$ cat src/sv/ecbp_pkg.sv
package ecbp_pkg;

    localparam int NAME_DEPTH_DEF = 256;

    // parse phase codes
    localparam logic [1:0] PH_IDLE  = 2'd0;
    localparam logic [1:0] PH_COUNT = 2'd1;
    localparam logic [1:0] PH_DATA  = 2'd2;

    // framed command kinds
    localparam logic [2:0] KIND_MODE  = 3'd0;
    localparam logic [2:0] KIND_TEMP  = 3'd1;
    localparam logic [2:0] KIND_DONE  = 3'd2;
    localparam logic [2:0] KIND_FAN   = 3'd3;
    localparam logic [2:0] KIND_LIGHT = 3'd4;

    // flag bit positions
    localparam int FLG_LIGHT  = 0;
    localparam int FLG_TOGGLE = 1;
    localparam int FLG_DONE   = 2;
    localparam int FLG_ERR    = 3;

    // legacy byte codes
    localparam logic [7:0] LEG_MODE_END  = 8'd4;
    localparam logic [7:0] LEG_DONE_SET  = 8'd4;
    localparam logic [7:0] LEG_DONE_CLR  = 8'd5;
    localparam logic [7:0] LEG_LIGHT_ON  = 8'd6;
    localparam logic [7:0] LEG_LIGHT_OFF = 8'd7;
    localparam logic [7:0] LEG_TOGGLE    = 8'd8;
    localparam logic [7:0] LEG_NOP       = 8'd9;
    localparam logic [7:0] LEG_TEMP_LO   = 8'd10;
    localparam logic [7:0] LEG_FAN_LO    = 8'd100;
    localparam logic [7:0] LEG_END       = 8'd105;
    localparam logic [7:0] FRAME_START   = 8'd250;

    // register indexes on the config bus (paddr[3:2])
    localparam logic [1:0] REG_MIN_TEMP   = 2'd0;
    localparam logic [1:0] REG_MAX_TEMP   = 2'd1;
    localparam logic [1:0] REG_MODE_LIMIT = 2'd2;

    localparam logic [7:0] MIN_TEMP_RST   = 8'd0;
    localparam logic [7:0] MAX_TEMP_RST   = 8'd100;
    localparam logic [7:0] MODE_LIMIT_RST = 8'd4;

    localparam int OUT_W = 56;

    typedef struct packed {
        logic [7:0] min_temp;
        logic [7:0] max_temp;
        logic [7:0] mode_limit;
    } t_cfg;

    typedef struct packed {
        logic [7:0] mode;
        logic [7:0] temp;
        logic [7:0] fan;
        logic [3:0] flags;
        logic [7:0] old_mode;
        logic [7:0] last_idx;
        logic       used;
    } t_status;

    typedef struct packed {
        logic       wr_en;
        logic [7:0] idx;
        logic [7:0] data;
        logic       clr;
        logic [8:0] clr_from;
    } t_name_req;

    // (s*255)/4 for the legacy fan bytes 100..104
    function automatic logic [7:0] fan_scale(input logic [2:0] s);
        logic [7:0] r;
        case (s)
            3'd0:    r = 8'd0;
            3'd1:    r = 8'd63;
            3'd2:    r = 8'd127;
            3'd3:    r = 8'd191;
            3'd4:    r = 8'd255;
            default: r = 8'd0;
        endcase
        return r;
    endfunction

endpackage

$ cat src/sv/ecbp_ram.sv
module ecbp_ram #(
    parameter int WIDTH = 8,
    parameter int DEPTH = 256
) (
    input  logic                     i_clk,
    input  logic                     i_we,
    input  logic [$clog2(DEPTH)-1:0] i_waddr,
    input  logic [WIDTH-1:0]         i_wdata,
    input  logic                     i_re,
    input  logic [$clog2(DEPTH)-1:0] i_raddr,
    output logic [WIDTH-1:0]         o_rdata
);

    logic [WIDTH-1:0] r_mem [DEPTH];
    logic [WIDTH-1:0] r_rdata;

    always_ff @(posedge i_clk) begin
        if (i_we) begin
            r_mem[i_waddr] <= i_wdata;
        end
        if (i_re) begin
            r_rdata <= r_mem[i_raddr];
        end
    end

    assign o_rdata = r_rdata;

endmodule

$ cat src/sv/ecbp_cfg.sv
module ecbp_cfg (
    input  logic               i_clk,
    input  logic               i_rst_n,
    input  logic               psel,
    input  logic               penable,
    input  logic               pwrite,
    input  logic [3:0]         paddr,
    input  logic [31:0]        pwdata,
    output logic [31:0]        prdata,
    output logic               pready,
    output ecbp_pkg::t_cfg     o_cfg
);

    logic [7:0] r_min_temp;
    logic [7:0] r_max_temp;
    logic [7:0] r_mode_limit;
    logic       wr;

    assign wr     = psel & penable & pwrite;
    assign pready = 1'b1;

    always_ff @(posedge i_clk) begin
        if (!i_rst_n) begin
            r_min_temp   <= ecbp_pkg::MIN_TEMP_RST;
            r_max_temp   <= ecbp_pkg::MAX_TEMP_RST;
            r_mode_limit <= ecbp_pkg::MODE_LIMIT_RST;
        end else if (wr) begin
            case (paddr[3:2])
                ecbp_pkg::REG_MIN_TEMP:   r_min_temp   <= pwdata[7:0];
                ecbp_pkg::REG_MAX_TEMP:   r_max_temp   <= pwdata[7:0];
                ecbp_pkg::REG_MODE_LIMIT: r_mode_limit <= pwdata[7:0];
                default: ;
            endcase
        end
    end

    always_comb begin
        case (paddr[3:2])
            ecbp_pkg::REG_MIN_TEMP:   prdata = {24'd0, r_min_temp};
            ecbp_pkg::REG_MAX_TEMP:   prdata = {24'd0, r_max_temp};
            ecbp_pkg::REG_MODE_LIMIT: prdata = {24'd0, r_mode_limit};
            default:                  prdata = 32'd0;
        endcase
    end

    assign o_cfg.min_temp   = r_min_temp;
    assign o_cfg.max_temp   = r_max_temp;
    assign o_cfg.mode_limit = r_mode_limit;

endmodule

$ cat src/sv/ecbp_core.sv
module ecbp_core (
    input  logic                  i_clk,
    input  logic                  i_rst_n,
    input  logic                  i_step,
    input  logic [7:0]            i_byte,
    input  logic                  i_first,
    input  ecbp_pkg::t_cfg        i_cfg,
    output ecbp_pkg::t_status     o_status,
    output ecbp_pkg::t_name_req   o_name_req
);

    logic [1:0] r_phase, n_phase;
    logic [2:0] r_kind, n_kind;
    logic [7:0] r_count, n_count;
    logic [7:0] r_pidx, n_pidx;
    logic [7:0] r_mode, n_mode;
    logic [7:0] r_temp, n_temp;
    logic [7:0] r_fan, n_fan;
    logic [3:0] r_flags, n_flags;
    logic [7:0] r_old_mode, n_old_mode;
    logic [7:0] r_last_idx, n_last_idx;

    logic [1:0] ph;
    logic       last;
    logic       used;
    logic [7:0] fan_off;
    logic [7:0] v;

    assign v       = i_byte;
    assign fan_off = v - ecbp_pkg::LEG_FAN_LO;

    always_comb begin
        n_phase    = r_phase;
        n_kind     = r_kind;
        n_count    = r_count;
        n_pidx     = r_pidx;
        n_mode     = r_mode;
        n_temp     = r_temp;
        n_fan      = r_fan;
        n_flags    = r_flags;
        n_old_mode = r_old_mode;
        n_last_idx = r_last_idx;
        used       = 1'b0;
        o_name_req = '0;
        ph         = i_first ? ecbp_pkg::PH_IDLE : r_phase;
        last       = (r_pidx == (r_count - 8'd1));
        if (i_step) begin
            if (ph == ecbp_pkg::PH_COUNT) begin
                n_count = v;
                n_pidx  = 8'd0;
                n_phase = (v == 8'd0) ? ecbp_pkg::PH_IDLE : ecbp_pkg::PH_DATA;
                used    = 1'b1;
            end else if (ph == ecbp_pkg::PH_DATA) begin
                used   = 1'b1;
                n_pidx = r_pidx + 8'd1;
                case (r_kind)
                    ecbp_pkg::KIND_MODE: begin
                        if (v < i_cfg.mode_limit) begin
                            if (v == 8'd0) begin
                                n_flags[ecbp_pkg::FLG_ERR] = 1'b1;
                                n_old_mode = r_mode;
                            end
                            n_mode = v;
                        end
                    end
                    ecbp_pkg::KIND_TEMP: begin
                        if (i_cfg.min_temp < v && v < i_cfg.max_temp) begin
                            n_temp = v;
                        end
                    end
                    ecbp_pkg::KIND_DONE: begin
                        if (v == 8'd0) n_flags[ecbp_pkg::FLG_DONE] = 1'b0;
                        else if (v == 8'd1) n_flags[ecbp_pkg::FLG_DONE] = 1'b1;
                    end
                    ecbp_pkg::KIND_FAN: begin
                        n_fan = v;
                    end
                    ecbp_pkg::KIND_LIGHT: begin
                        if (v == 8'd0) n_flags[ecbp_pkg::FLG_LIGHT] = 1'b1;
                        else if (v == 8'd1) n_flags[ecbp_pkg::FLG_LIGHT] = 1'b0;
                        else if (v == 8'd2) n_flags[ecbp_pkg::FLG_TOGGLE] = 1'b1;
                    end
                    default: begin
                        // name character; the tail clear runs in the top level
                        o_name_req.wr_en    = 1'b1;
                        o_name_req.idx      = r_pidx;
                        o_name_req.data     = v;
                        o_name_req.clr      = last;
                        o_name_req.clr_from = {1'b0, r_pidx} + 9'd1;
                        if (last) n_last_idx = r_pidx;
                    end
                endcase
                if (last || (({1'b0, r_pidx} + 9'd1) >= {1'b0, r_count})) begin
                    n_phase = ecbp_pkg::PH_IDLE;
                end
            end else begin
                n_phase = ecbp_pkg::PH_IDLE;
                if (v < ecbp_pkg::LEG_END) begin
                    used = (v != ecbp_pkg::LEG_NOP);
                    if (v < ecbp_pkg::LEG_MODE_END) begin
                        if (v == 8'd0) begin
                            n_flags[ecbp_pkg::FLG_ERR] = 1'b1;
                            n_old_mode = r_mode;
                        end
                        n_mode = v;
                    end else if (v < ecbp_pkg::LEG_TEMP_LO) begin
                        case (v)
                            ecbp_pkg::LEG_DONE_SET:  n_flags[ecbp_pkg::FLG_DONE]   = 1'b1;
                            ecbp_pkg::LEG_DONE_CLR:  n_flags[ecbp_pkg::FLG_DONE]   = 1'b0;
                            ecbp_pkg::LEG_LIGHT_ON:  n_flags[ecbp_pkg::FLG_LIGHT]  = 1'b1;
                            ecbp_pkg::LEG_LIGHT_OFF: n_flags[ecbp_pkg::FLG_LIGHT]  = 1'b0;
                            ecbp_pkg::LEG_TOGGLE:    n_flags[ecbp_pkg::FLG_TOGGLE] = 1'b1;
                            default: ;
                        endcase
                    end else if (v < ecbp_pkg::LEG_FAN_LO) begin
                        n_temp = v;
                    end else begin
                        n_fan = ecbp_pkg::fan_scale(fan_off[2:0]);
                    end
                end else if (v >= ecbp_pkg::FRAME_START) begin
                    n_kind  = ~v[2:0];
                    n_phase = ecbp_pkg::PH_COUNT;
                    used    = 1'b1;
                end
            end
        end
    end

    always_ff @(posedge i_clk) begin
        if (!i_rst_n) begin
            r_phase    <= ecbp_pkg::PH_IDLE;
            r_kind     <= 3'd0;
            r_count    <= 8'd0;
            r_pidx     <= 8'd0;
            r_mode     <= 8'd0;
            r_temp     <= 8'd0;
            r_fan      <= 8'd0;
            r_flags    <= 4'd0;
            r_old_mode <= 8'd0;
            r_last_idx <= 8'd0;
        end else begin
            r_phase    <= n_phase;
            r_kind     <= n_kind;
            r_count    <= n_count;
            r_pidx     <= n_pidx;
            r_mode     <= n_mode;
            r_temp     <= n_temp;
            r_fan      <= n_fan;
            r_flags    <= n_flags;
            r_old_mode <= n_old_mode;
            r_last_idx <= n_last_idx;
        end
    end

    // values after this step's update
    assign o_status.mode     = n_mode;
    assign o_status.temp     = n_temp;
    assign o_status.fan      = n_fan;
    assign o_status.flags    = n_flags;
    assign o_status.old_mode = n_old_mode;
    assign o_status.last_idx = n_last_idx;
    assign o_status.used     = used;

endmodule

$ cat src/sv/enclosure_command_byte_parser_unit.sv
// Enclosure command byte parser.
// Input stream: one transaction per received byte, or a name store read when
// tuser[0] is set. Output stream: one transaction per input, carrying all
// settings after the update, the read name character and the byte-used flag.
// Settings are in flip-flops; the name store is a single-port-write RAM with
// a registered read.
// A command byte's result is valid the cycle after acceptance; a name read
// passes the RAM read register, then the output register, and no new input is
// taken until its result is registered. Command bytes are taken one per cycle
// while the output is not stalled. After the last name character the store
// tail is zeroed one entry per cycle with the input held off.
// Reset: settings return to their defaults, then a clearing pass zeroes every
// entry of the name store before the first input is taken.
// Config writes over the APB port are accepted at any time.
// Stall: the result waits in the output register; a new input is taken in the
// cycle the waiting result is taken, never while it would be overwritten.
module enclosure_command_byte_parser_unit #(
    parameter int NAME_DEPTH = ecbp_pkg::NAME_DEPTH_DEF
) (
    input  logic        i_clk,
    input  logic        i_rst_n,
    input  logic        i_s_tvalid,
    output logic        o_s_tready,
    input  logic [15:0] i_s_tdata,   // data_byte[7:0], read_index[15:8]
    input  logic [1:0]  i_s_tuser,   // name_read[0], first_of_frame[1]
    output logic        o_m_tvalid,
    input  logic        i_m_tready,
    // cur_mode[7:0], target_temp[15:8], fan_limit[23:16], light_on_request[24],
    // light_toggle_request[25], print_finished[26], error_recorded[27],
    // error_old_mode[35:28], name_last_index[43:36], name_char[51:44],
    // byte_used[52], zero[55:53]
    output logic [ecbp_pkg::OUT_W-1:0] o_m_tdata,
    input  logic        psel,
    input  logic        penable,
    input  logic        pwrite,
    input  logic [3:0]  paddr,
    input  logic [31:0] pwdata,
    output logic [31:0] prdata,
    output logic        pready
);

    localparam int AW = $clog2(NAME_DEPTH);

    localparam logic [1:0] S_CLEAR  = 2'd0;
    localparam logic [1:0] S_IDLE   = 2'd1;
    localparam logic [1:0] S_RDWAIT = 2'd2;

    logic [1:0]     r_state, n_state;
    logic [AW-1:0]  r_clr_addr, n_clr_addr;
    logic           r_rd_oob, n_rd_oob;
    logic           r_ovalid, n_ovalid;
    logic [ecbp_pkg::OUT_W-1:0] r_out, n_out;

    ecbp_pkg::t_cfg      cfg;
    ecbp_pkg::t_status   status;
    ecbp_pkg::t_name_req name_req;

    logic           out_free;
    logic           acc;
    logic           acc_byte;
    logic           ram_we;
    logic [AW-1:0]  ram_waddr;
    logic [7:0]     ram_wdata;
    logic           ram_re;
    logic [7:0]     ram_rdata;
    logic [7:0]     nchar;

    assign out_free   = !r_ovalid || i_m_tready;
    assign o_s_tready = (r_state == S_IDLE) && out_free;
    assign acc        = i_s_tvalid && o_s_tready;
    assign acc_byte   = acc && !i_s_tuser[0];

    ecbp_cfg u_cfg (
        .i_clk   (i_clk),
        .i_rst_n (i_rst_n),
        .psel    (psel),
        .penable (penable),
        .pwrite  (pwrite),
        .paddr   (paddr),
        .pwdata  (pwdata),
        .prdata  (prdata),
        .pready  (pready),
        .o_cfg   (cfg)
    );

    ecbp_core u_core (
        .i_clk      (i_clk),
        .i_rst_n    (i_rst_n),
        .i_step     (acc_byte),
        .i_byte     (i_s_tdata[7:0]),
        .i_first    (i_s_tuser[1]),
        .i_cfg      (cfg),
        .o_status   (status),
        .o_name_req (name_req)
    );

    ecbp_ram #(
        .WIDTH (8),
        .DEPTH (NAME_DEPTH)
    ) u_name_ram (
        .i_clk   (i_clk),
        .i_we    (ram_we),
        .i_waddr (ram_waddr),
        .i_wdata (ram_wdata),
        .i_re    (ram_re),
        .i_raddr (i_s_tdata[8+AW-1:8]),
        .o_rdata (ram_rdata)
    );

    always_comb begin
        if (r_state == S_CLEAR) begin
            ram_we    = 1'b1;
            ram_waddr = r_clr_addr;
            ram_wdata = 8'd0;
        end else begin
            ram_we    = acc_byte && name_req.wr_en
                        && ({1'b0, name_req.idx} < 9'(NAME_DEPTH));
            ram_waddr = name_req.idx[AW-1:0];
            ram_wdata = name_req.data;
        end
    end

    assign ram_re = acc && i_s_tuser[0];
    assign nchar  = r_rd_oob ? 8'd0 : ram_rdata;

    always_comb begin
        n_state    = r_state;
        n_clr_addr = r_clr_addr;
        n_rd_oob   = r_rd_oob;
        n_ovalid   = r_ovalid && !i_m_tready;
        n_out      = r_out;
        case (r_state)
            S_CLEAR: begin
                n_clr_addr = r_clr_addr + AW'(1);
                if (r_clr_addr == AW'(NAME_DEPTH - 1)) begin
                    n_state = S_IDLE;
                end
            end
            S_IDLE: begin
                if (acc && i_s_tuser[0]) begin
                    n_rd_oob = !({1'b0, i_s_tdata[15:8]} < 9'(NAME_DEPTH));
                    n_state  = S_RDWAIT;
                end else if (acc) begin
                    n_ovalid = 1'b1;
                    n_out    = {3'd0, status.used, 8'd0, status.last_idx, status.old_mode,
                                status.flags, status.fan, status.temp, status.mode};
                    // zero the tail of the name after its last character
                    if (name_req.clr && (name_req.clr_from < 9'(NAME_DEPTH))) begin
                        n_clr_addr = name_req.clr_from[AW-1:0];
                        n_state    = S_CLEAR;
                    end
                end
            end
            S_RDWAIT: begin
                if (out_free) begin
                    n_ovalid = 1'b1;
                    n_out    = {3'd0, 1'b0, nchar, status.last_idx, status.old_mode,
                                status.flags, status.fan, status.temp, status.mode};
                    n_state  = S_IDLE;
                end
            end
            default: begin
                n_state = S_IDLE;
            end
        endcase
    end

    always_ff @(posedge i_clk) begin
        if (!i_rst_n) begin
            r_state    <= S_CLEAR;
            r_clr_addr <= '0;
            r_rd_oob   <= 1'b0;
            r_ovalid   <= 1'b0;
        end else begin
            r_state    <= n_state;
            r_clr_addr <= n_clr_addr;
            r_rd_oob   <= n_rd_oob;
            r_ovalid   <= n_ovalid;
        end
    end

    always_ff @(posedge i_clk) begin
        r_out <= n_out;
    end

    assign o_m_tvalid = r_ovalid;
    assign o_m_tdata  = r_out;

endmodule
$ cat config.mk
export PLATFORM = sky130hd
export DESIGN_NAME = enclosure_command_byte_parser_unit
export DESIGN_NICKNAME = d
export VERILOG_FILES = /design/src/sv/ecbp_pkg.sv /design/src/sv/ecbp_ram.sv /design/src/sv/ecbp_cfg.sv /design/src/sv/ecbp_core.sv /design/src/sv/enclosure_command_byte_parser_unit.sv
export SDC_FILE = /design/constraint.sdc
export NUM_CORES = 2
export LEC_CHECK = 0
export ABC_AREA = 1
export ABC_CLOCK_PERIOD_IN_PS = 10600
export BUFFER_PORTS_ARGS = -buffer_cell sky130_fd_sc_hd__buf_4
export CAP_MARGIN = 20
export CORE_MARGIN = 8
export CORE_UTILIZATION = 50
export CTS_CLUSTER_DIAMETER = 30
export DETAILED_ROUTE_END_ITERATION = 10
export PLACE_DENSITY = 0.66
export SYNTH_ARGS = -nofsm -noshare
export SYNTH_HDL_FRONTEND = slang
export SYNTH_HIERARCHICAL = 1
export SYNTH_SLANG_ARGS = --single-unit
$ cat constraint.sdc
create_clock -name i_clk -period 10.6 [get_ports i_clk]
set_input_delay 1.06 -clock i_clk [delete_from_list [all_inputs] [get_ports i_clk]]
set_output_delay 1.06 -clock i_clk [all_outputs]
set_load 0.005 [all_outputs]
==> impl_metrics.ini <==
[outcome]
status = complete, no violations

[clocking]
clk_pin_slew_ps = 40
ctsResizeCount = 0
cts_sinks = 2209
hold_buffers = 0
cts_buffer_depth = 4
insertion_delay_ps = 960
cts_setup_buffers = 0
cts_buffers = 419
h-tree-depth = 5
clockRootBuffer = clkbuf_16
cts_tree = done

[place]
hpwl_um = 135000
place.gp.congestion = 0.880
port_buffers = 97
placed_area_um2 = 94700

[worst_setup_path]
startpoint_type = flip-flop
critPathMaxFanout = 39
arrival_ps = 7610
critPathCaptureType = flip-flop
cp.required_ps = 11140
crit_type = flip-flop to flip-flop

[grt]
antenna_found_initial = 7
grt_pass1_vias = 62230
grt_pass1_wl_um = 372000
grt_max_degree = 233
grt_remaining_overflow = 0
track_usage = 0.242

[power_and_ir_drop]
peakVddDrop_mv = 0.178
p_leak_nw = 39.4
p_comb_frac = 0.039
pwr-share-clk = 0.560
p_per_area_nw_per_um2 = 217
seq_power_share = 0.400
p_sw_mw = 5.03
internal_power_mw = 18.6
power.share.switching = 0.213

[die]
rows = 158
die_h_um = 447
coreArea_um2 = 185000
initial_core_util = 0.502
ioPinCount = 152
die_w_um = 447
dieArea_um2 = 200000

[drt]
vias_per_cell = 5.72
drtPass1Iterations = 8
wirelength_um = 248000
ant_nets = 0
drc = 0
drt_iter0_drc = 7307
post_drt_wl_per_cell_um = 22.1
num_vias = 64196

[logic_synthesis]
synth-simple-area-share = 0.238
synthAdderAreaFrac = 0.00499
synthXorXnorAreaFrac = 0.000661
synthTopCellsByArea = edfxtp_1, nand3_1, nand2_1, dfxtp_1, nor2_1
yosysTopAreaCellShare = 0.682
synth_top_family_by_area = simple AND/OR/NAND/NOR gates
synth_cell_types = 45
netlist_area_um2 = 92800
avgSynthCellArea_um2 = 11.1
synth_cells = 8332
muxShareOfSynthArea = 0
yosys_warnings = 6
yosysSeqAreaShare = 0.704
synth-seq-cells = 2209
yosys.area.top_type = edfxtp_1
synth-compound-area-share = 0.0106

[sta]
rsz0062_at_grt = false
fin_crit_sh = 0.667
setup_tns_ps = 0
fmax_mhz = 141
setup_violations = 0
max_slew_margin = 0.213
drv_slew = 0
hold_violations = 0
clock_skew_ps = 56.6
worstMarginPinSlew_ps = 1180
period_minus_slack_ps = 7070

[flow_run]
maxCapViolCount = 0

[final_layout]
fin_nets = 8496
design_area_um2 = 109000
drive_above_1_share = 0.106
area_growth_pct = 17.4

[min_path]
min-delay-path-class = primary input to flip-flop
cell usage after synthesis, drive strengths merged:
master	n
nand4	15
o22ai	8
o21ai	86
edfxtp	2109
and2	2
inv	240
a31oi	11
buf	422
nor2	447
xor2	6
a21oi	68
nand3b	1
nand2	2476
dfxtp	100
or2	3
conb	3
o211ai	2
ha	37
nor3	10
xnor2	1
nand3	2148
a21boi	1
clkbuf	136
registers in the layout, summed over array words and instances (netlist names):
| signal | flops |
|---|---|
| o_m_tdata | 53 |
| o_m_tvalid | 1 |
| r_clr_addr | 8 |
| r_state | 2 |
| u_cfg/r_max_temp | 8 |
| u_cfg/r_min_temp | 8 |
| u_cfg/r_mode_limit | 8 |
| u_core/r_count | 8 |
| u_core/r_fan | 8 |
| u_core/r_flags | 4 |
| u_core/r_kind | 3 |
| u_core/r_last_idx | 8 |
| u_core/r_mode | 8 |
| u_core/r_old_mode | 8 |
| u_core/r_phase | 2 |
| u_core/r_pidx | 8 |
| u_core/r_temp | 8 |
| u_name_ram/o_rdata | 8 |
| u_name_ram/r_mem | 2048 |
critical path: stages, from the launching register on:
cell     delay (ps)
dfxtp_1         310
inv_1            80
ha_1            470
nand3_1         180
nor2_1          450
inv_2           120
nor2_4           90
buf_4           430
inv_1           520
nor2_1          440
nand2_2         440
nor2_1          230
nand2_1          70
o21ai_0         350
inv_1           120
nor2_1          590
nand3_1         800
nor2_1          950
area by class of cell:
type                       instances  area, um^2
antenna                            6        15.0
fill                           14410       75900
multi-input combinational       5350       23800
clock inverter                   283        3370
sequential                      2209       65300
timing repair buffer             178        1550
clock buffer                     477       10800
inverter                         240         935
tap                             2480        3100
per-stage QoR:
step                      utilization  hold WS (ps)  setup WS [ps]  total power [mW]  std cells
final                           0.589           389           3530              23.6      11223
after global routing            0.589           349           3280              24.2      11220
after CTS                       0.589           310           3740              23.7      11216
after detailed placement        0.512           458           3370              10.5      10456
after global placement          0.512           444           3470              10.5      10456
after floorplan                     -           436            740              10.2       8357
power groups by stage:
stage	logic, mW	registers, mW	clock network (mW)
CTS	0.915	9.45	13.4
finish	0.932	9.45	13.2
floorplan	0.638	9.61	0
global route	1.01	9.44	13.8
global placement	0.896	9.61	0
detailed placement	0.909	9.61	0
final timing paths:
kind                                 from                            endpoint  slack [ps]  depth (start not counted)
min reg2reg  u_core/r_flags[3]$_SDFF_PN0_        u_core/r_flags[3]$_SDFF_PN0_         460                          2
min                             pwdata[5]    u_cfg/r_max_temp[5]$_SDFFE_PN1P_         390                          3
max               r_state[1]$_SDFFE_PN0P_  u_name_ram/r_mem[149][4]$_DFFE_PP_        3530                         17
max reg2reg       r_state[1]$_SDFFE_PN0P_  u_name_ram/r_mem[149][4]$_DFFE_PP_        3530                         17
layout by cell type (no fill, tap or decap), types with 64 or more instances in the layout:
cell type / instances
o21ai_0: 65
dfxtp_1: 100
nand3_1: 2143
a21oi_1: 64
inv_1: 226
clkbuf_16: 424
nand2_1: 2469
edfxtp_1: 2109
bufinv_16: 64
buf_4: 160
nor2_1: 414
layer usage:
metal	vias to the layer above	part of all wire	track usage
li1	29372	-	-
met2	3231	0.46	0.386
met4	2	0.044	0.109
met5	-	0.000073	0
met1	31052	0.40	0.322
met3	539	0.096	0.0496
cells by family after synthesis:
family | after synthesis
AOI/OAI and AO/OA | 176
xor gates and xnor gates | 7
adders and majority gates | 37
buffers and inverters | 798
DFF | 2209
other | 3
and+or+nand+nor | 5102
(Power assumes the default switching activity.)
